File: config.mk
export PLATFORM = sky130hd
export DESIGN_NAME = channel_priority_interrupt_controller
export DESIGN_NICKNAME = d
export VERILOG_FILES = /design/src/hdl/cpic_pkg.sv /design/src/hdl/channel_priority_interrupt_controller.sv /design/src/hdl/cpic_src_ram.sv /design/src/hdl/cpic_decode.sv
export VERILOG_INCLUDE_DIRS = /design/src /design/src/hdl
export SDC_FILE = /design/constraint.sdc
export NUM_CORES = 2
export LEC_CHECK = 0
export ABC_AREA = 1
export BUFFER_PORTS_ARGS = -buffer_cell sky130_fd_sc_hd__clkbuf_2
export CELL_PAD_IN_SITES_DETAIL_PLACEMENT = 0
export CELL_PAD_IN_SITES_GLOBAL_PLACEMENT = 2
export CORE_ASPECT_RATIO = 1.75
export CORE_MARGIN = 2
export CORE_UTILIZATION = 35
export CTS_CLUSTER_SIZE = 20
export DETAILED_ROUTE_END_ITERATION = 8
export GPL_TIMING_DRIVEN = 1
export PLACE_DENSITY_LB_ADDON = 0.08
export SETUP_SLACK_MARGIN = 0.15
export SYNTH_ARGS = -nofsm -noshare
export SYNTH_HDL_FRONTEND = slang
export SYNTH_SLANG_ARGS = --single-unit
File: constraint.sdc
create_clock -name aclk -period 28.7 [get_ports aclk]
set_clock_uncertainty 0.1 [all_clocks]
set_input_delay 5.74 -clock aclk [delete_from_list [all_inputs] [get_ports aclk]]
set_output_delay 5.74 -clock aclk [all_outputs]
set_load 0.01 [all_outputs]
File: src/hdl/channel_priority_interrupt_controller_defines.svh
// ----------------------------------------------------------------------------
// Channel priority interrupt controller: assertion macros
// Shared macros for concurrent checks clocked on aclk and held off in reset.
// ----------------------------------------------------------------------------
`ifndef CHANNEL_PRIORITY_INTERRUPT_CONTROLLER_DEFINES_SVH
`define CHANNEL_PRIORITY_INTERRUPT_CONTROLLER_DEFINES_SVH

// Same-cycle implication.
`define CPIC_ASSERT_NOW(lbl, ante, cons, msg) \
    lbl: assert property (@(posedge aclk) disable iff (!aresetn) (ante) |-> (cons)) \
        else $error(msg);

// Next-cycle implication.
`define CPIC_ASSERT_NEXT(lbl, ante, cons, msg) \
    lbl: assert property (@(posedge aclk) disable iff (!aresetn) (ante) |=> (cons)) \
        else $error(msg);

`endif

File: src/hdl/cpic_pkg.sv
// ----------------------------------------------------------------------------
// Channel priority interrupt controller: package
// Shared types, codes and defaults.
// ----------------------------------------------------------------------------
package cpic_pkg;

    localparam int DEF_NUM_SOURCES = 128;
    localparam logic [31:0] NONE_NUMBER = 32'h8000_0000;

    // Item kinds carried in s_tuser.
    localparam logic [1:0] ACT_READ  = 2'd0;
    localparam logic [1:0] ACT_WRITE = 2'd1;
    localparam logic [1:0] ACT_PULSE = 2'd2;
    localparam logic [1:0] ACT_NONE  = 2'd3;

    localparam logic [2:0] ST_OK       = 3'd0;
    localparam logic [2:0] ST_BAD_ADDR = 3'd1;
    localparam logic [2:0] ST_RO_WRITE = 3'd2;
    localparam logic [2:0] ST_BAD_SRC  = 3'd3;
    localparam logic [2:0] ST_WO_READ  = 3'd4;

    // Operations of the source memory sweep.
    localparam logic [3:0] OP_NONE      = 4'd0;
    localparam logic [3:0] OP_CLEAR     = 4'd1;
    localparam logic [3:0] OP_SCAN      = 4'd2;
    localparam logic [3:0] OP_SET_PEND  = 4'd3;
    localparam logic [3:0] OP_CLR_PEND  = 4'd4;
    localparam logic [3:0] OP_SET_EN    = 4'd5;
    localparam logic [3:0] OP_CLR_EN    = 4'd6;
    localparam logic [3:0] OP_RD_PEND   = 4'd7;
    localparam logic [3:0] OP_RD_PENDEN = 4'd8;
    localparam logic [3:0] OP_RD_EN     = 4'd9;
    localparam logic [3:0] OP_RD_MAP    = 4'd10;
    localparam logic [3:0] OP_WR_MAP    = 4'd11;

    // Flat registers.
    localparam logic [3:0] R_NONE    = 4'd0;
    localparam logic [3:0] R_REV     = 4'd1;
    localparam logic [3:0] R_CTRL    = 4'd2;
    localparam logic [3:0] R_GEN     = 4'd3;
    localparam logic [3:0] R_VBASE   = 4'd4;
    localparam logic [3:0] R_VSTRIDE = 4'd5;
    localparam logic [3:0] R_NULL    = 4'd6;
    localparam logic [3:0] R_NUM0    = 4'd7;
    localparam logic [3:0] R_VEC0    = 4'd8;
    localparam logic [3:0] R_NUM1    = 4'd9;
    localparam logic [3:0] R_NUM2    = 4'd10;
    localparam logic [3:0] R_VEC1    = 4'd11;
    localparam logic [3:0] R_VEC2    = 4'd12;
    localparam logic [3:0] R_HOST    = 4'd13;
    localparam logic [3:0] R_HSET    = 4'd14;
    localparam logic [3:0] R_HCLR    = 4'd15;

    typedef struct packed {
        logic       pend;
        logic       en;
        logic [7:0] ch;
    } entry_t;

    typedef struct packed {
        logic [2:0] status;
        logic [3:0] op;
        logic [3:0] sel;
        logic       single;
        logic       scan;
    } dec_t;

endpackage

File: src/hdl/channel_priority_interrupt_controller.sv
// ----------------------------------------------------------------------------
// Channel priority interrupt controller
// Register-mapped vectored interrupt controller with per-source pending,
// enable and channel state held in one synchronous memory.
// ----------------------------------------------------------------------------
// Items are handled one at a time. Every read, write and pulse passes a decode
// step and an output step; memory work walks the source memory one entry
// per cycle and then waits for the registered read data: 4 entries for a
// channel map word, 32 for a bank word, 1 for an index write or a pulse. Any
// write or pulse that changes state then scans all NUM_SOURCES entries and
// computes the FIQ and IRQ vectors in the S_VEC_F and S_VEC_I steps. A result
// still waiting on m_tready holds the next one in its output step. After reset
// a clearing pass over all NUM_SOURCES entries zeroes the memory; no item is
// taken during it, while revision writes on cfg_wen are accepted at any time.
// ----------------------------------------------------------------------------
`include "channel_priority_interrupt_controller_defines.svh"

module channel_priority_interrupt_controller
    import cpic_pkg::*;
#(
    parameter int NUM_SOURCES = DEF_NUM_SOURCES
) (
    input  logic        aclk,
    input  logic        aresetn,
    input  logic        cfg_wen,
    input  logic [31:0] cfg_wdata,
    input  logic        s_tvalid,
    output logic        s_tready,
    // [31:0] address, [63:32] write_data, [70:64] source, [71] zero
    input  logic [71:0] s_tdata,
    // [1:0] action
    input  logic [1:0]  s_tuser,
    output logic        m_tvalid,
    input  logic        m_tready,
    // [31:0] read_data, [32] fiq_line, [33] irq_line, [36:34] status, [39:37] zero
    output logic [39:0] m_tdata
);

    localparam int AW = $clog2(NUM_SOURCES);
    localparam int CW = $clog2(NUM_SOURCES + 1);

    localparam logic [3:0] S_CLEAR = 4'd0;
    localparam logic [3:0] S_IDLE  = 4'd1;
    localparam logic [3:0] S_DEC   = 4'd2;
    localparam logic [3:0] S_RUN   = 4'd3;
    localparam logic [3:0] S_WAIT  = 4'd4;
    localparam logic [3:0] S_VEC_F = 4'd5;
    localparam logic [3:0] S_VEC_I = 4'd6;
    localparam logic [3:0] S_OUT   = 4'd7;

    logic [3:0]    state_reg;
    logic [1:0]    act_reg;
    logic [31:0]   addr_reg;
    logic [31:0]   data_reg;
    logic [6:0]    src_reg;
    dec_t          dec;
    logic [AW-1:0] dec_start;
    logic [2:0]    status_reg;
    logic          scan_pend_reg;
    logic          single_reg;

    logic [3:0]    op_reg;
    logic [AW-1:0] start_reg;
    logic [CW-1:0] len_reg;
    logic [CW-1:0] cnt_reg;
    logic          dv_reg;
    logic [AW-1:0] d_addr_reg;
    logic [4:0]    d_off_reg;

    logic [31:0]   rev_reg;
    logic [31:0]   ctrl_reg;
    logic          gen_reg;
    logic [1:0]    host_reg;
    logic [31:0]   vbase_reg;
    logic [31:0]   vstride_reg;
    logic [31:0]   null_reg;
    logic          fv_reg;
    logic          iv_reg;
    logic [AW-1:0] fidx_reg;
    logic [AW-1:0] iidx_reg;
    logic [7:0]    fch_reg;
    logic [7:0]    ich_reg;
    logic [31:0]   vec1_reg;
    logic [31:0]   vec2_reg;
    logic [31:0]   rd_reg;

    logic          m_valid_reg;
    logic [39:0]   m_data_reg;

    logic          mem_we;
    entry_t        mem_wdata;
    entry_t        mem_rdata;
    logic [AW-1:0] mem_raddr;
    logic          bit_sel;
    logic [31:0]   num1;
    logic [31:0]   num2;
    logic          glob_f;
    logic [31:0]   reg_rd;
    logic [CW-1:0] op_len;
    logic [AW-1:0] mul_idx;
    logic [31:0]   mul_prod;
    logic          hit;

    cpic_decode #(
        .NUM_SOURCES(NUM_SOURCES),
        .AW         (AW)
    ) u_decode (
        .action    (act_reg),
        .address   (addr_reg),
        .write_data(data_reg),
        .source    (src_reg),
        .dec       (dec),
        .start     (dec_start)
    );

    cpic_src_ram #(
        .DEPTH(NUM_SOURCES),
        .AW   (AW)
    ) u_ram (
        .aclk (aclk),
        .we   (mem_we),
        .waddr(d_addr_reg),
        .wdata(mem_wdata),
        .raddr(mem_raddr),
        .rdata(mem_rdata)
    );

    assign s_tready  = (state_reg == S_IDLE);
    assign m_tvalid  = m_valid_reg;
    assign m_tdata   = m_data_reg;
    assign mem_raddr = AW'(start_reg + AW'(cnt_reg));

    assign num1   = fv_reg ? {{(32 - AW){1'b0}}, fidx_reg} : NONE_NUMBER;
    assign num2   = iv_reg ? {{(32 - AW){1'b0}}, iidx_reg} : NONE_NUMBER;
    assign glob_f = fv_reg || !iv_reg;

    assign mul_idx  = (state_reg == S_VEC_F) ? fidx_reg : iidx_reg;
    assign mul_prod = 32'(vstride_reg * {{(32 - AW){1'b0}}, mul_idx});

    always_comb begin
        unique case (dec.sel)
            R_REV:     reg_rd = rev_reg;
            R_CTRL:    reg_rd = ctrl_reg;
            R_GEN:     reg_rd = {31'd0, gen_reg};
            R_VBASE:   reg_rd = vbase_reg;
            R_VSTRIDE: reg_rd = vstride_reg;
            R_NULL:    reg_rd = null_reg;
            R_NUM0:    reg_rd = glob_f ? num1 : num2;
            R_VEC0:    reg_rd = glob_f ? vec1_reg : vec2_reg;
            R_NUM1:    reg_rd = num1;
            R_NUM2:    reg_rd = num2;
            R_VEC1:    reg_rd = vec1_reg;
            R_VEC2:    reg_rd = vec2_reg;
            R_HOST:    reg_rd = {30'd0, host_reg};
            default:   reg_rd = 32'd0;
        endcase
    end

    always_comb begin
        unique case (dec.op)
            OP_RD_MAP, OP_WR_MAP: op_len = CW'(4);
            default:              op_len = dec.single ? CW'(1) : CW'(32);
        endcase
    end

    // Read-modify-write of the entry whose data returns this cycle.
    assign bit_sel = single_reg ? 1'b1 : data_reg[d_off_reg];
    assign hit     = mem_rdata.pend && mem_rdata.en;

    always_comb begin
        mem_we    = 1'b0;
        mem_wdata = mem_rdata;
        if (dv_reg) begin
            unique case (op_reg)
                OP_CLEAR: begin
                    mem_we    = 1'b1;
                    mem_wdata = '0;
                end
                OP_SET_PEND: begin mem_we = bit_sel; mem_wdata.pend = 1'b1; end
                OP_CLR_PEND: begin mem_we = bit_sel; mem_wdata.pend = 1'b0; end
                OP_SET_EN:   begin mem_we = bit_sel; mem_wdata.en = 1'b1; end
                OP_CLR_EN:   begin mem_we = bit_sel; mem_wdata.en = 1'b0; end
                OP_WR_MAP: begin
                    mem_we       = 1'b1;
                    mem_wdata.ch = data_reg[{d_off_reg[1:0], 3'b000} +: 8];
                end
                default: ;
            endcase
        end
    end

    always_ff @(posedge aclk) begin
        if (!aresetn) begin
            state_reg     <= S_CLEAR;
            op_reg        <= OP_CLEAR;
            start_reg     <= '0;
            len_reg       <= CW'(NUM_SOURCES);
            cnt_reg       <= '0;
            dv_reg        <= 1'b0;
            rev_reg       <= 32'd0;
            ctrl_reg      <= 32'd0;
            gen_reg       <= 1'b0;
            host_reg      <= 2'd0;
            vbase_reg     <= 32'd0;
            vstride_reg   <= 32'd0;
            null_reg      <= 32'd0;
            fv_reg        <= 1'b0;
            iv_reg        <= 1'b0;
            vec1_reg      <= 32'd0;
            vec2_reg      <= 32'd0;
            m_valid_reg   <= 1'b0;
            scan_pend_reg <= 1'b0;
        end else begin
            if (cfg_wen) begin
                rev_reg <= cfg_wdata;
            end
            if (m_valid_reg && m_tready && state_reg != S_OUT) begin
                m_valid_reg <= 1'b0;
            end
            dv_reg <= (state_reg == S_RUN) || (state_reg == S_CLEAR);

            if (dv_reg && op_reg == OP_SCAN && hit) begin
                if (mem_rdata.ch < 8'd2) begin
                    if (!fv_reg || fch_reg > mem_rdata.ch) begin
                        fv_reg   <= 1'b1;
                        fidx_reg <= d_addr_reg;
                        fch_reg  <= mem_rdata.ch;
                    end
                end else begin
                    if (!iv_reg || ich_reg > mem_rdata.ch) begin
                        iv_reg   <= 1'b1;
                        iidx_reg <= d_addr_reg;
                        ich_reg  <= mem_rdata.ch;
                    end
                end
            end

            // Read data gathered from the memory during bank and map reads.
            if (dv_reg) begin
                unique case (op_reg)
                    OP_RD_PEND:   rd_reg[d_off_reg] <= mem_rdata.pend;
                    OP_RD_PENDEN: rd_reg[d_off_reg] <= hit;
                    OP_RD_EN:     rd_reg[d_off_reg] <= mem_rdata.en;
                    OP_RD_MAP:    rd_reg[{d_off_reg[1:0], 3'b000} +: 8] <= mem_rdata.ch;
                    default: ;
                endcase
            end

            unique case (state_reg)
                S_CLEAR, S_RUN: begin
                    cnt_reg <= CW'(cnt_reg + CW'(1));
                    if (cnt_reg == CW'(len_reg - CW'(1))) begin
                        state_reg <= S_WAIT;
                    end
                end
                S_IDLE: begin
                    if (s_tvalid) begin
                        act_reg   <= s_tuser;
                        addr_reg  <= s_tdata[31:0];
                        data_reg  <= s_tdata[63:32];
                        src_reg   <= s_tdata[70:64];
                        state_reg <= S_DEC;
                    end
                end
                S_DEC: begin
                    status_reg    <= dec.status;
                    scan_pend_reg <= dec.scan;
                    single_reg    <= dec.single;
                    rd_reg        <= (act_reg == ACT_READ) ? reg_rd : 32'd0;
                    if (act_reg == ACT_WRITE && dec.status == ST_OK) begin
                        unique case (dec.sel)
                            R_CTRL:    ctrl_reg    <= data_reg;
                            R_GEN:     gen_reg     <= data_reg[0];
                            R_VBASE:   vbase_reg   <= data_reg;
                            R_VSTRIDE: vstride_reg <= data_reg;
                            R_NULL:    null_reg    <= data_reg;
                            R_HOST:    host_reg    <= data_reg[1:0];
                            R_HSET: begin
                                if (data_reg[31:1] == 31'd0) host_reg[data_reg[0]] <= 1'b1;
                            end
                            R_HCLR: begin
                                if (data_reg[31:1] == 31'd0) host_reg[data_reg[0]] <= 1'b0;
                            end
                            default: ;
                        endcase
                    end
                    cnt_reg <= '0;
                    if (dec.op != OP_NONE) begin
                        op_reg    <= dec.op;
                        start_reg <= dec_start;
                        len_reg   <= op_len;
                        state_reg <= S_RUN;
                    end else if (dec.scan) begin
                        op_reg        <= OP_SCAN;
                        start_reg     <= '0;
                        len_reg       <= CW'(NUM_SOURCES);
                        fv_reg        <= 1'b0;
                        iv_reg        <= 1'b0;
                        state_reg     <= S_RUN;
                    end else begin
                        state_reg <= S_OUT;
                    end
                end
                S_WAIT: begin
                    cnt_reg <= '0;
                    if (op_reg == OP_CLEAR) begin
                        state_reg <= S_IDLE;
                    end else if (op_reg == OP_SCAN) begin
                        state_reg <= S_VEC_F;
                    end else if (scan_pend_reg) begin
                        op_reg        <= OP_SCAN;
                        start_reg     <= '0;
                        len_reg       <= CW'(NUM_SOURCES);
                        fv_reg        <= 1'b0;
                        iv_reg        <= 1'b0;
                        scan_pend_reg <= 1'b0;
                        state_reg     <= S_RUN;
                    end else begin
                        state_reg <= S_OUT;
                    end
                end
                S_VEC_F: begin
                    vec1_reg  <= fv_reg ? 32'(vbase_reg + mul_prod) : null_reg;
                    state_reg <= S_VEC_I;
                end
                S_VEC_I: begin
                    vec2_reg  <= iv_reg ? 32'(vbase_reg + mul_prod) : null_reg;
                    state_reg <= S_OUT;
                end
                S_OUT: begin
                    if (!m_valid_reg || m_tready) begin
                        m_valid_reg <= 1'b1;
                        m_data_reg  <= {3'd0, status_reg,
                                        gen_reg && iv_reg && host_reg[1],
                                        gen_reg && fv_reg && host_reg[0],
                                        (status_reg == ST_OK) ? rd_reg : 32'd0};
                        state_reg   <= S_IDLE;
                    end
                end
                default: state_reg <= S_IDLE;
            endcase
        end
    end

    always_ff @(posedge aclk) begin
        d_addr_reg <= mem_raddr;
        d_off_reg  <= cnt_reg[4:0];
    end

    `CPIC_ASSERT_NOW(a_ready_no_inflight, s_tready, !dv_reg && !mem_we, "item taken with memory access in flight")
    `CPIC_ASSERT_NOW(a_write_has_data, mem_we, dv_reg, "memory written without returned data")
    `CPIC_ASSERT_NOW(a_fiq_channel, fv_reg, fch_reg < 8'd2, "FIQ winner on a normal channel")
    `CPIC_ASSERT_NOW(a_irq_channel, iv_reg, ich_reg >= 8'd2, "IRQ winner on a fast channel")
    `CPIC_ASSERT_NEXT(a_out_after_vec, state_reg == S_VEC_I, state_reg == S_OUT, "vector step not followed by output")

endmodule

File: src/hdl/cpic_src_ram.sv
// ----------------------------------------------------------------------------
// Channel priority interrupt controller: source memory
// One entry per source: raw pending, enable and channel. One write port and
// one read port with registered read data.
// ----------------------------------------------------------------------------
module cpic_src_ram
    import cpic_pkg::*;
#(
    parameter int DEPTH = DEF_NUM_SOURCES,
    parameter int AW    = $clog2(DEF_NUM_SOURCES)
) (
    input  logic          aclk,
    input  logic          we,
    input  logic [AW-1:0] waddr,
    input  entry_t        wdata,
    input  logic [AW-1:0] raddr,
    output entry_t        rdata
);

    entry_t mem [DEPTH];
    entry_t rdata_reg;

    always_ff @(posedge aclk) begin
        if (we) begin
            mem[waddr] <= wdata;
        end
        rdata_reg <= mem[raddr];
    end

    assign rdata = rdata_reg;

endmodule

File: src/hdl/cpic_decode.sv
// ----------------------------------------------------------------------------
// Channel priority interrupt controller: address decoder
// Classifies one item into a status, a memory operation, a flat register and
// whether a priority scan follows.
// ----------------------------------------------------------------------------
module cpic_decode
    import cpic_pkg::*;
#(
    parameter int NUM_SOURCES = DEF_NUM_SOURCES,
    parameter int AW          = $clog2(DEF_NUM_SOURCES)
) (
    input  logic [1:0]    action,
    input  logic [31:0]   address,
    input  logic [31:0]   write_data,
    input  logic [6:0]    source,
    output dec_t          dec,
    output logic [AW-1:0] start
);

    localparam logic [31:0] NSRC       = 32'(NUM_SOURCES);
    localparam logic [31:0] MAP_WORDS  = 32'(NUM_SOURCES / 4);
    localparam logic [31:0] BANK_WORDS = 32'(NUM_SOURCES / 32);

    logic        is_rd;
    logic        bad;
    logic [5:0]  map_n;
    logic [1:0]  bank_n;

    assign is_rd  = (action == ACT_READ);
    assign bad    = (address[31:16] != 16'd0) || (address[1:0] != 2'd0);
    assign map_n  = address[7:2];
    assign bank_n = address[3:2];

    always_comb begin
        dec.status = ST_OK;
        dec.op     = OP_NONE;
        dec.sel    = R_NONE;
        dec.single = 1'b0;
        dec.scan   = 1'b0;
        start      = '0;
        if (action == ACT_PULSE) begin
            if ({25'd0, source} >= NSRC) begin
                dec.status = ST_BAD_SRC;
            end else begin
                dec.op     = OP_SET_PEND;
                dec.single = 1'b1;
                dec.scan   = 1'b1;
                start      = AW'(source);
            end
        end else if (action == ACT_READ || action == ACT_WRITE) begin
            if (bad) begin
                dec.status = ST_BAD_ADDR;
            end else if (address[15:8] == 8'h04) begin
                if ({26'd0, map_n} >= MAP_WORDS) begin
                    dec.status = ST_BAD_ADDR;
                end else begin
                    dec.op   = is_rd ? OP_RD_MAP : OP_WR_MAP;
                    dec.scan = !is_rd;
                    start    = AW'({map_n, 2'b00});
                end
            end else begin
                unique case (address[15:0])
                    16'h0000: begin
                        if (is_rd) dec.sel = R_REV;
                        else dec.status = ST_RO_WRITE;
                    end
                    16'h0080: begin
                        if (is_rd) dec.sel = R_NUM0;
                        else dec.status = ST_RO_WRITE;
                    end
                    16'h0084: begin
                        if (is_rd) dec.sel = R_VEC0;
                        else dec.status = ST_RO_WRITE;
                    end
                    16'h001C: ;
                    16'h0004: begin dec.sel = R_CTRL;    dec.scan = !is_rd; end
                    16'h0010: begin dec.sel = R_GEN;     dec.scan = !is_rd; end
                    16'h0050: begin dec.sel = R_VBASE;   dec.scan = !is_rd; end
                    16'h0054: begin dec.sel = R_VSTRIDE; dec.scan = !is_rd; end
                    16'h0058: begin dec.sel = R_NULL;    dec.scan = !is_rd; end
                    16'h1500: begin dec.sel = R_HOST;    dec.scan = !is_rd; end
                    16'h0034, 16'h0038: begin
                        if (is_rd) begin
                            dec.status = ST_WO_READ;
                        end else begin
                            dec.sel  = (address[3:2] == 2'd1) ? R_HSET : R_HCLR;
                            dec.scan = 1'b1;
                        end
                    end
                    16'h0020, 16'h0024, 16'h0028, 16'h002C: begin
                        if (is_rd) begin
                            dec.status = ST_WO_READ;
                        end else if (write_data >= NSRC) begin
                            dec.status = ST_BAD_SRC;
                        end else begin
                            unique case (address[3:2])
                                2'd0: dec.op = OP_SET_PEND;
                                2'd1: dec.op = OP_CLR_PEND;
                                2'd2: dec.op = OP_SET_EN;
                                default: dec.op = OP_CLR_EN;
                            endcase
                            dec.single = 1'b1;
                            dec.scan   = 1'b1;
                            start      = AW'(write_data);
                        end
                    end
                    default: begin
                        unique case (address[15:4])
                            12'h020, 12'h028, 12'h030, 12'h038: begin
                                if ({30'd0, bank_n} >= BANK_WORDS) begin
                                    dec.status = ST_BAD_ADDR;
                                end else begin
                                    unique case (address[8:7])
                                        2'd0: dec.op = is_rd ? OP_RD_PEND : OP_SET_PEND;
                                        2'd1: dec.op = is_rd ? OP_RD_PENDEN : OP_CLR_PEND;
                                        2'd2: dec.op = is_rd ? OP_RD_EN : OP_SET_EN;
                                        default: dec.op = is_rd ? OP_RD_EN : OP_CLR_EN;
                                    endcase
                                    dec.scan = !is_rd;
                                    start    = AW'({bank_n, 5'd0});
                                end
                            end
                            12'h090: begin
                                if (address[3]) dec.status = ST_BAD_ADDR;
                                else if (!is_rd) dec.status = ST_RO_WRITE;
                                else dec.sel = address[2] ? R_NUM2 : R_NUM1;
                            end
                            12'h160: begin
                                if (address[3]) dec.status = ST_BAD_ADDR;
                                else if (!is_rd) dec.status = ST_RO_WRITE;
                                else dec.sel = address[2] ? R_VEC2 : R_VEC1;
                            end
                            12'h110: begin
                                if (address[3]) dec.status = ST_BAD_ADDR;
                            end
                            default: dec.status = ST_BAD_ADDR;
                        endcase
                    end
                endcase
            end
        end
    end

endmodule

# Yosys cells after proc, flatten, opt, wreduce, memory -nomap -nowiden
# Memory sizes are Yosys's and may differ from the RTL's. A register that Yosys moved wholly into a read port is not among the register bits.
# Index checks and enable logic that the tools add are counted.
[totals]
wordCells = 351
in_bits = 111
mem_count = 1
mem_bits_rw = 1280
out_inout_bits = 42
register_bits = 451
[op_classes]
n_eq_ne = 75
muxes = 148
n_reduce_logical = 71
n_shift = 3
magnitude_cmp = 9
n_addsub = 5
multipliers = 1
bitwise_logic = 4
[mem_list]
columns = ["memory", "words", "width", "rd", "rd_ports_with_merged_regs", "write_ports", "line", "text"]
rows = [
  ["u_ram.mem", 128, 10, 1, 1, 1, "cpic_src_ram.sv:20", "entry_t mem [DEPTH];"],
]
[op_table]
columns = ["cell", "count"]
rows = [
  ["$pmux 32 s13", 1],
  ["$mux 32", 9],
  ["$bwmux 32", 4],
  ["$pmux 32 s4", 1],
  ["$mux 7", 15],
  ["$eq 16x6->1 const B", 6],
  ["$mux 4", 22],
  ["$eq 4x4->1 const B", 14],
  ["$eq 12x6->1 const B", 4],
  ["$eq 16x7->1 const B", 3],
  ["$eq 4x3->1 const B", 12],
  ["$pmux 8 s2", 3],
  ["$pmux 4 s11", 1],
  ["$mux 8", 5],
  ["$mux 3", 13],
  ["$mux 1", 38],
  ["$add 32x32->32", 1],
  ["$eq 16x5->1 const B", 2],
  ["$eq 16x8->1 const B", 2],
  ["$ge 32x8->1 const B", 1],
  ["$mul 32x7->32", 1],
  ["$shift 8x7->32 const A", 1],
  ["$shiftx 32x6->8", 1],
  ["$shiftx 8x7->32", 1],
  ["other kinds (69)", 155],
]

# Depth between registers and ports, before layout
[logic_depth]
depth_word = 14
ltp_mapped = 33

# Modules after synthesis
# From an unflattened synthesis, not the netlist that was laid out.
[unflattened]
hier_cells = 8210
area_unflattened_um2 = 81818.5
[modules_own_cells]
columns = ["mod", "area_per_inst_um2", "cells_per_inst", "n_inst"]
rows = [
  ["cpic_src_ram", 52237.6, 4422, 1],
  ["channel_priority_interrupt_controller", 28212.1, 3523, 1],
  ["cpic_decode", 1368.8, 265, 1],
]

# Least setup slack after synthesis
# OpenSTA, ideal clock, no wires.
[synth_path]
kind = "input port to flip-flop"
startpoint = "in aresetn"
endpoint = "reg act_reg[0] (enable)"
t_required_ns = 27.916
slack_ns = 14.726
n_path_buf = 2
arrival_ns = 13.189
stages = 4
cell_sequence = "inv_1 clkbuf_1 clkbuf_1 nor4_1"
[synth_between]
elab_chain_cells = 1
[synth_rtl]
columns = ["element", "line", "text"]
rows = [
  ["from (decl)", "channel_priority_interrupt_controller.sv:24", "input logic aresetn,"],
  ["$reduce_and 3->1 (no line)", "--", ""],
  ["to (signal assigned)", "channel_priority_interrupt_controller.sv:258", "act_reg <= s_tuser;"],
  ["to (decl)", "channel_priority_interrupt_controller.sv:52", "logic [1:0] act_reg;"],
]
# Every way passes these cells.
# A chain may end at the register's enable or synchronous reset.

# Worst setup path after layout
[layout_path]
startpoint = "reg state_reg[2]"
endpoint = "reg vec2_reg[31]"
[layout_between]
elab_chain_cells = 5
elab_cells_between_ends = 6
cone_classes = "1 x add/sub; 1 x mul; 2 x eq/ne; 2 x mux"
[layout_rtl]
columns = ["element", "line", "text"]
rows = [
  ["from (decl)", "channel_priority_interrupt_controller.sv:51", "logic [3:0] state_reg;"],
  ["from (signal assigned)", "channel_priority_interrupt_controller.sv:194", "state_reg <= S_CLEAR;"],
  ["from (signal assigned)", "channel_priority_interrupt_controller.sv:253", "state_reg <= S_WAIT;"],
  ["from (signal assigned)", "channel_priority_interrupt_controller.sv:262", "state_reg <= S_DEC;"],
  ["$eq 4x3->1", "channel_priority_interrupt_controller.sv:137", "assign mul_idx = (state_reg == S_VEC_F) ? fidx_reg : iidx_reg;"],
  ["$mux 7", "channel_priority_interrupt_controller.sv:137", ""],
  ["$mul 32x7->32", "channel_priority_interrupt_controller.sv:138", "assign mul_prod = 32'(vstride_reg * {{(32 - AW){1'b0}}, mul_idx});"],
  ["$add 32x32->32", "channel_priority_interrupt_controller.sv:327", "vec2_reg <= iv_reg ? 32'(vbase_reg + mul_prod) : null_reg;"],
  ["$mux 32", "channel_priority_interrupt_controller.sv:327", ""],
  ["to (signal assigned)", "channel_priority_interrupt_controller.sv:327", ""],
  ["to (decl)", "channel_priority_interrupt_controller.sv:84", "logic [31:0] vec2_reg;"],
]
# Parallel ways exist; a longest one is shown, timed or not.

==> results.toml <==
[final_layout]
most_common_cell_after_layout_fill_and_taps_aside = "sky130_fd_sc_hd__edfxtp_1"
syn2layout_area_growth_pct = 11.7
largest_reg_flops = 1280
design.final.nets = 7789
max_flop_register = "u_ram.mem"
fill_cells = 22800
drive_above_1_share = 0.0814
final_cell_mix = "1,456 x sky130_fd_sc_hd__edfxtp_1, 1,178 x sky130_fd_sc_hd__nor2_1, 822 x sky130_fd_sc_hd__nand2_1, 653 x sky130_fd_sc_hd__o21ai_0, 486 x sky130_fd_sc_hd__inv_1"
fin_cells = 10600
postLayoutCoreUtil = 0.392

[drt]
drt_wirelength_mm = 307
remaining_drcs = 0
wl_per_cell_um = 28.9
routed_via_density = 5.44
antenna_left = 0
vias = 57900
drt_pass1_iterations = 6
initial_drc_count = 3776

[critical_path]
worst_setup_path_end_kind = "flop"
critPathSlowestCell = "sky130_fd_sc_hd__buf_4"
critPathRequiredTime_ns = 29.38
r2r_setup_slack_ns = 20.36
critical_path.max_stage_delay_ns = 0.76
critical_path_peak_fanout = 54
critPathBufInv = 9
worst-r2r-cell-count = 27
cp_data_arrival_time_ns = 9.02
worst_r2r_endpoint = "vec2_reg[31]"
crit_type = "flop to flop"
critPathLaunchType = "flop"
worst_r2r_startpoint = "state_reg[2]"
crit_family = "buffers and inverters"

[clock_network]
total_clock_buffers_created_by_cts = 180
post_cts.resized_instances = 0
clock-sinks = 1736
h_tree_levels = 4
clock_latency_ns = 0.86
hold_buffers = 0
ctsRootBufferMaster = "sky130_fd_sc_hd__clkbuf_16"
cts_setup_buffers = 0
clock_tree_from_tritoncts = "built"
clkSlewWorstSetupHoldPaths_ns = 0.07
cts-root-to-sink-buffers = 4

[synthesis]
synthAdderAreaFrac = 0.0520
synth_compound_gate_area_share = 0.121
postSynth.asyncResetShare = 0
netlist_instances = 7453
synth_area_mm2 = 0.0815
share_of_synthesized_cell_area_in_and_or_nand_and_nor_gates = 0.129
synth_area_per_cell_um2 = 10.9
ys_seq_area_frac = 0.606
dominant_combinational_cell_family_by_area_after_synthesis = "simple AND/OR/NAND/NOR gates"
yosys_most_used_dff = "sky130_fd_sc_hd__edfxtp_1"
yosys.cell_types.count = 68
ys_warn_count = 0
synth_edf_count = 1456
yosys-mux-area-fraction = 0.0400
xor_and_xnor_fraction_of_the_mapped_netlist_area = 0.00419
synth-seq-cells = 1736

[grt]
grt_antenna_before_repair = 9
grt_util_all_layers = 0.255
maximum_number_of_pins_on_one_net_before_global_route_repair = 162
grt_overflow_total = 0
grt_first_pass_wirelength_mm = 433
vias_in_the_first_global_route = 58400

[timing]
maxClockFrequency_mhz = 120
final-max-slew-violation-count = 0
finalSetupTns_ns = 0
crit_share_post_route = 0.291
max-slew-margin-rel = 0.174
finalCriticalPeriod_ns = 8.34
finalSetupViolCount = 0
rsz0062_at_grt = "false"
finalHoldViolations = 0
tightest_slew_ns = 1.23

[power]
power_per_cell_area_mw_per_mm2 = 102
static-leakage-power_nw = 31.8
irDropWorstVdd_uv = 127

[hold_path]
holdCritPathClass = "flop to flop"
holdPathEnd = "ich_reg[7]"
hold-path-cell-count = 0
hp-start = "u_ram.rdata[7]"

[job]
cap_violations = 0

[floorplan]
area_inside_the_core_boundary_mm2 = 0.232
row_count = 234
die_area_mm2 = 0.237
number_of_top_level_design_ports = 153
chipWidth_um = 369
fp.dieH_um = 642
initial_utilization = 0.351

[place]
placed_cells = 10300
dpl.hpwl_mm = 206
gp_routability_congestion = 0.902
placement.io_buffers = 148

[run_status]
status = "completed"
## cell type report
class	instances	area, um2	share of cell area
diodes	4	10.0	0.000110
flip-flops and latches	1736	49300	0.542
multi-input cells	4747	28600	0.314
well taps	3068	3840	0.0422
clock buffers	245	4950	0.0545
repair buffers	260	1690	0.0186
clock inverters	69	656	0.00721
inverters	512	1940	0.0213
## cell usage after synthesis, types with 9 or more instances
cell type                  count  area, um2
sky130_fd_sc_hd__fa_1        163       3260
sky130_fd_sc_hd__nor2_2       10       62.6
sky130_fd_sc_hd__a31oi_1      71        444
sky130_fd_sc_hd__nor3_1       39        195
sky130_fd_sc_hd__dfxtp_1     280       5610
sky130_fd_sc_hd__buf_2        52        260
sky130_fd_sc_hd__o21ai_0     662       3310
sky130_fd_sc_hd__o22ai_1      50        313
sky130_fd_sc_hd__inv_2        12       45.0
sky130_fd_sc_hd__nand3_1     379       1900
sky130_fd_sc_hd__a221oi_1     25        219
sky130_fd_sc_hd__o31ai_1      13       97.6
sky130_fd_sc_hd__nand2_2      10       62.6
sky130_fd_sc_hd__nand2_1     834       3130
sky130_fd_sc_hd__o221ai_1    349       3060
sky130_fd_sc_hd__inv_1       489       1840
sky130_fd_sc_hd__o211ai_1     40        300
sky130_fd_sc_hd__buf_1        43        161
sky130_fd_sc_hd__or2_2         9       56.3
sky130_fd_sc_hd__nor4_1       11       68.8
sky130_fd_sc_hd__xnor2_1      17        149
sky130_fd_sc_hd__buf_6        11        124
sky130_fd_sc_hd__buf_4        19        143
sky130_fd_sc_hd__clkinv_1     10       37.5
sky130_fd_sc_hd__o21ai_1      82        410
sky130_fd_sc_hd__mux2i_1     324       3240
sky130_fd_sc_hd__a21oi_1     245       1230
sky130_fd_sc_hd__xor2_1       22        193
sky130_fd_sc_hd__nor2_1     1180       4430
sky130_fd_sc_hd__nand4_1      29        181
sky130_fd_sc_hd__ha_1         78        976
sky130_fd_sc_hd__clkbuf_1    334       1250
sky130_fd_sc_hd__a32oi_1      14        123
sky130_fd_sc_hd__edfxtp_1   1456      43700
## cells by family after synthesis
family	after synthesis
adders and majority gates	241
muxes	325
DFF	1736
AOI/OAI and AO/OA	1595
other	1
buffers and inverters	972
and+or+nand+nor	2544
xor gates and xnor gates	39
## metal layers
| metal | up-vias | wire, um | global-route usage |
|---|---|---|---|
| met3 | 539 | 10800 | 0.0286 |
| li1 | 26600 | - | - |
| met2 | 1427 | 170000 | 0.495 |
| met5 | - | 43 | 0 |
| met1 | 29300 | 108000 | 0.263 |
| met4 | 10 | 18300 | 0.133 |
## report_power, final
group	switching [mW]	total, mW	internal (mW)
clock network	1.02	2.33	1.31
registers	0.0764	3.30	3.22
logic	2.79	3.68	0.891
## stage by stage
step           power, mW  setup slack, ns  hold slack (ns)  instance area (um2)
2_1_floorplan       5.56            14.73            0.276                81500
3_3_place_gp        7.07            19.61            0.354                85300
3_5_place_dp        7.11            19.59            0.359                85300
4_1_cts             9.45            20.40            0.358                91000
5_1_grt             9.71            20.08            0.371                91000
6_report            9.31            20.36            0.362                91000
## worst max path at each step
stage / endpoint / cells past startpoint / startpoint / slack [ns]
floorplan: act_reg[0] / 4 / aresetn / 14.73
global placement: fidx_reg[2] / 7 / aresetn / 19.61
detailed placement: fidx_reg[2] / 7 / aresetn / 19.59
CTS: vec1_reg[31] / 27 / state_reg[2] / 20.40
global route: vec1_reg[31] / 28 / state_reg[2] / 20.08
finish: vec2_reg[31] / 27 / state_reg[2] / 20.36
Power figures use the tool's default switching activity.
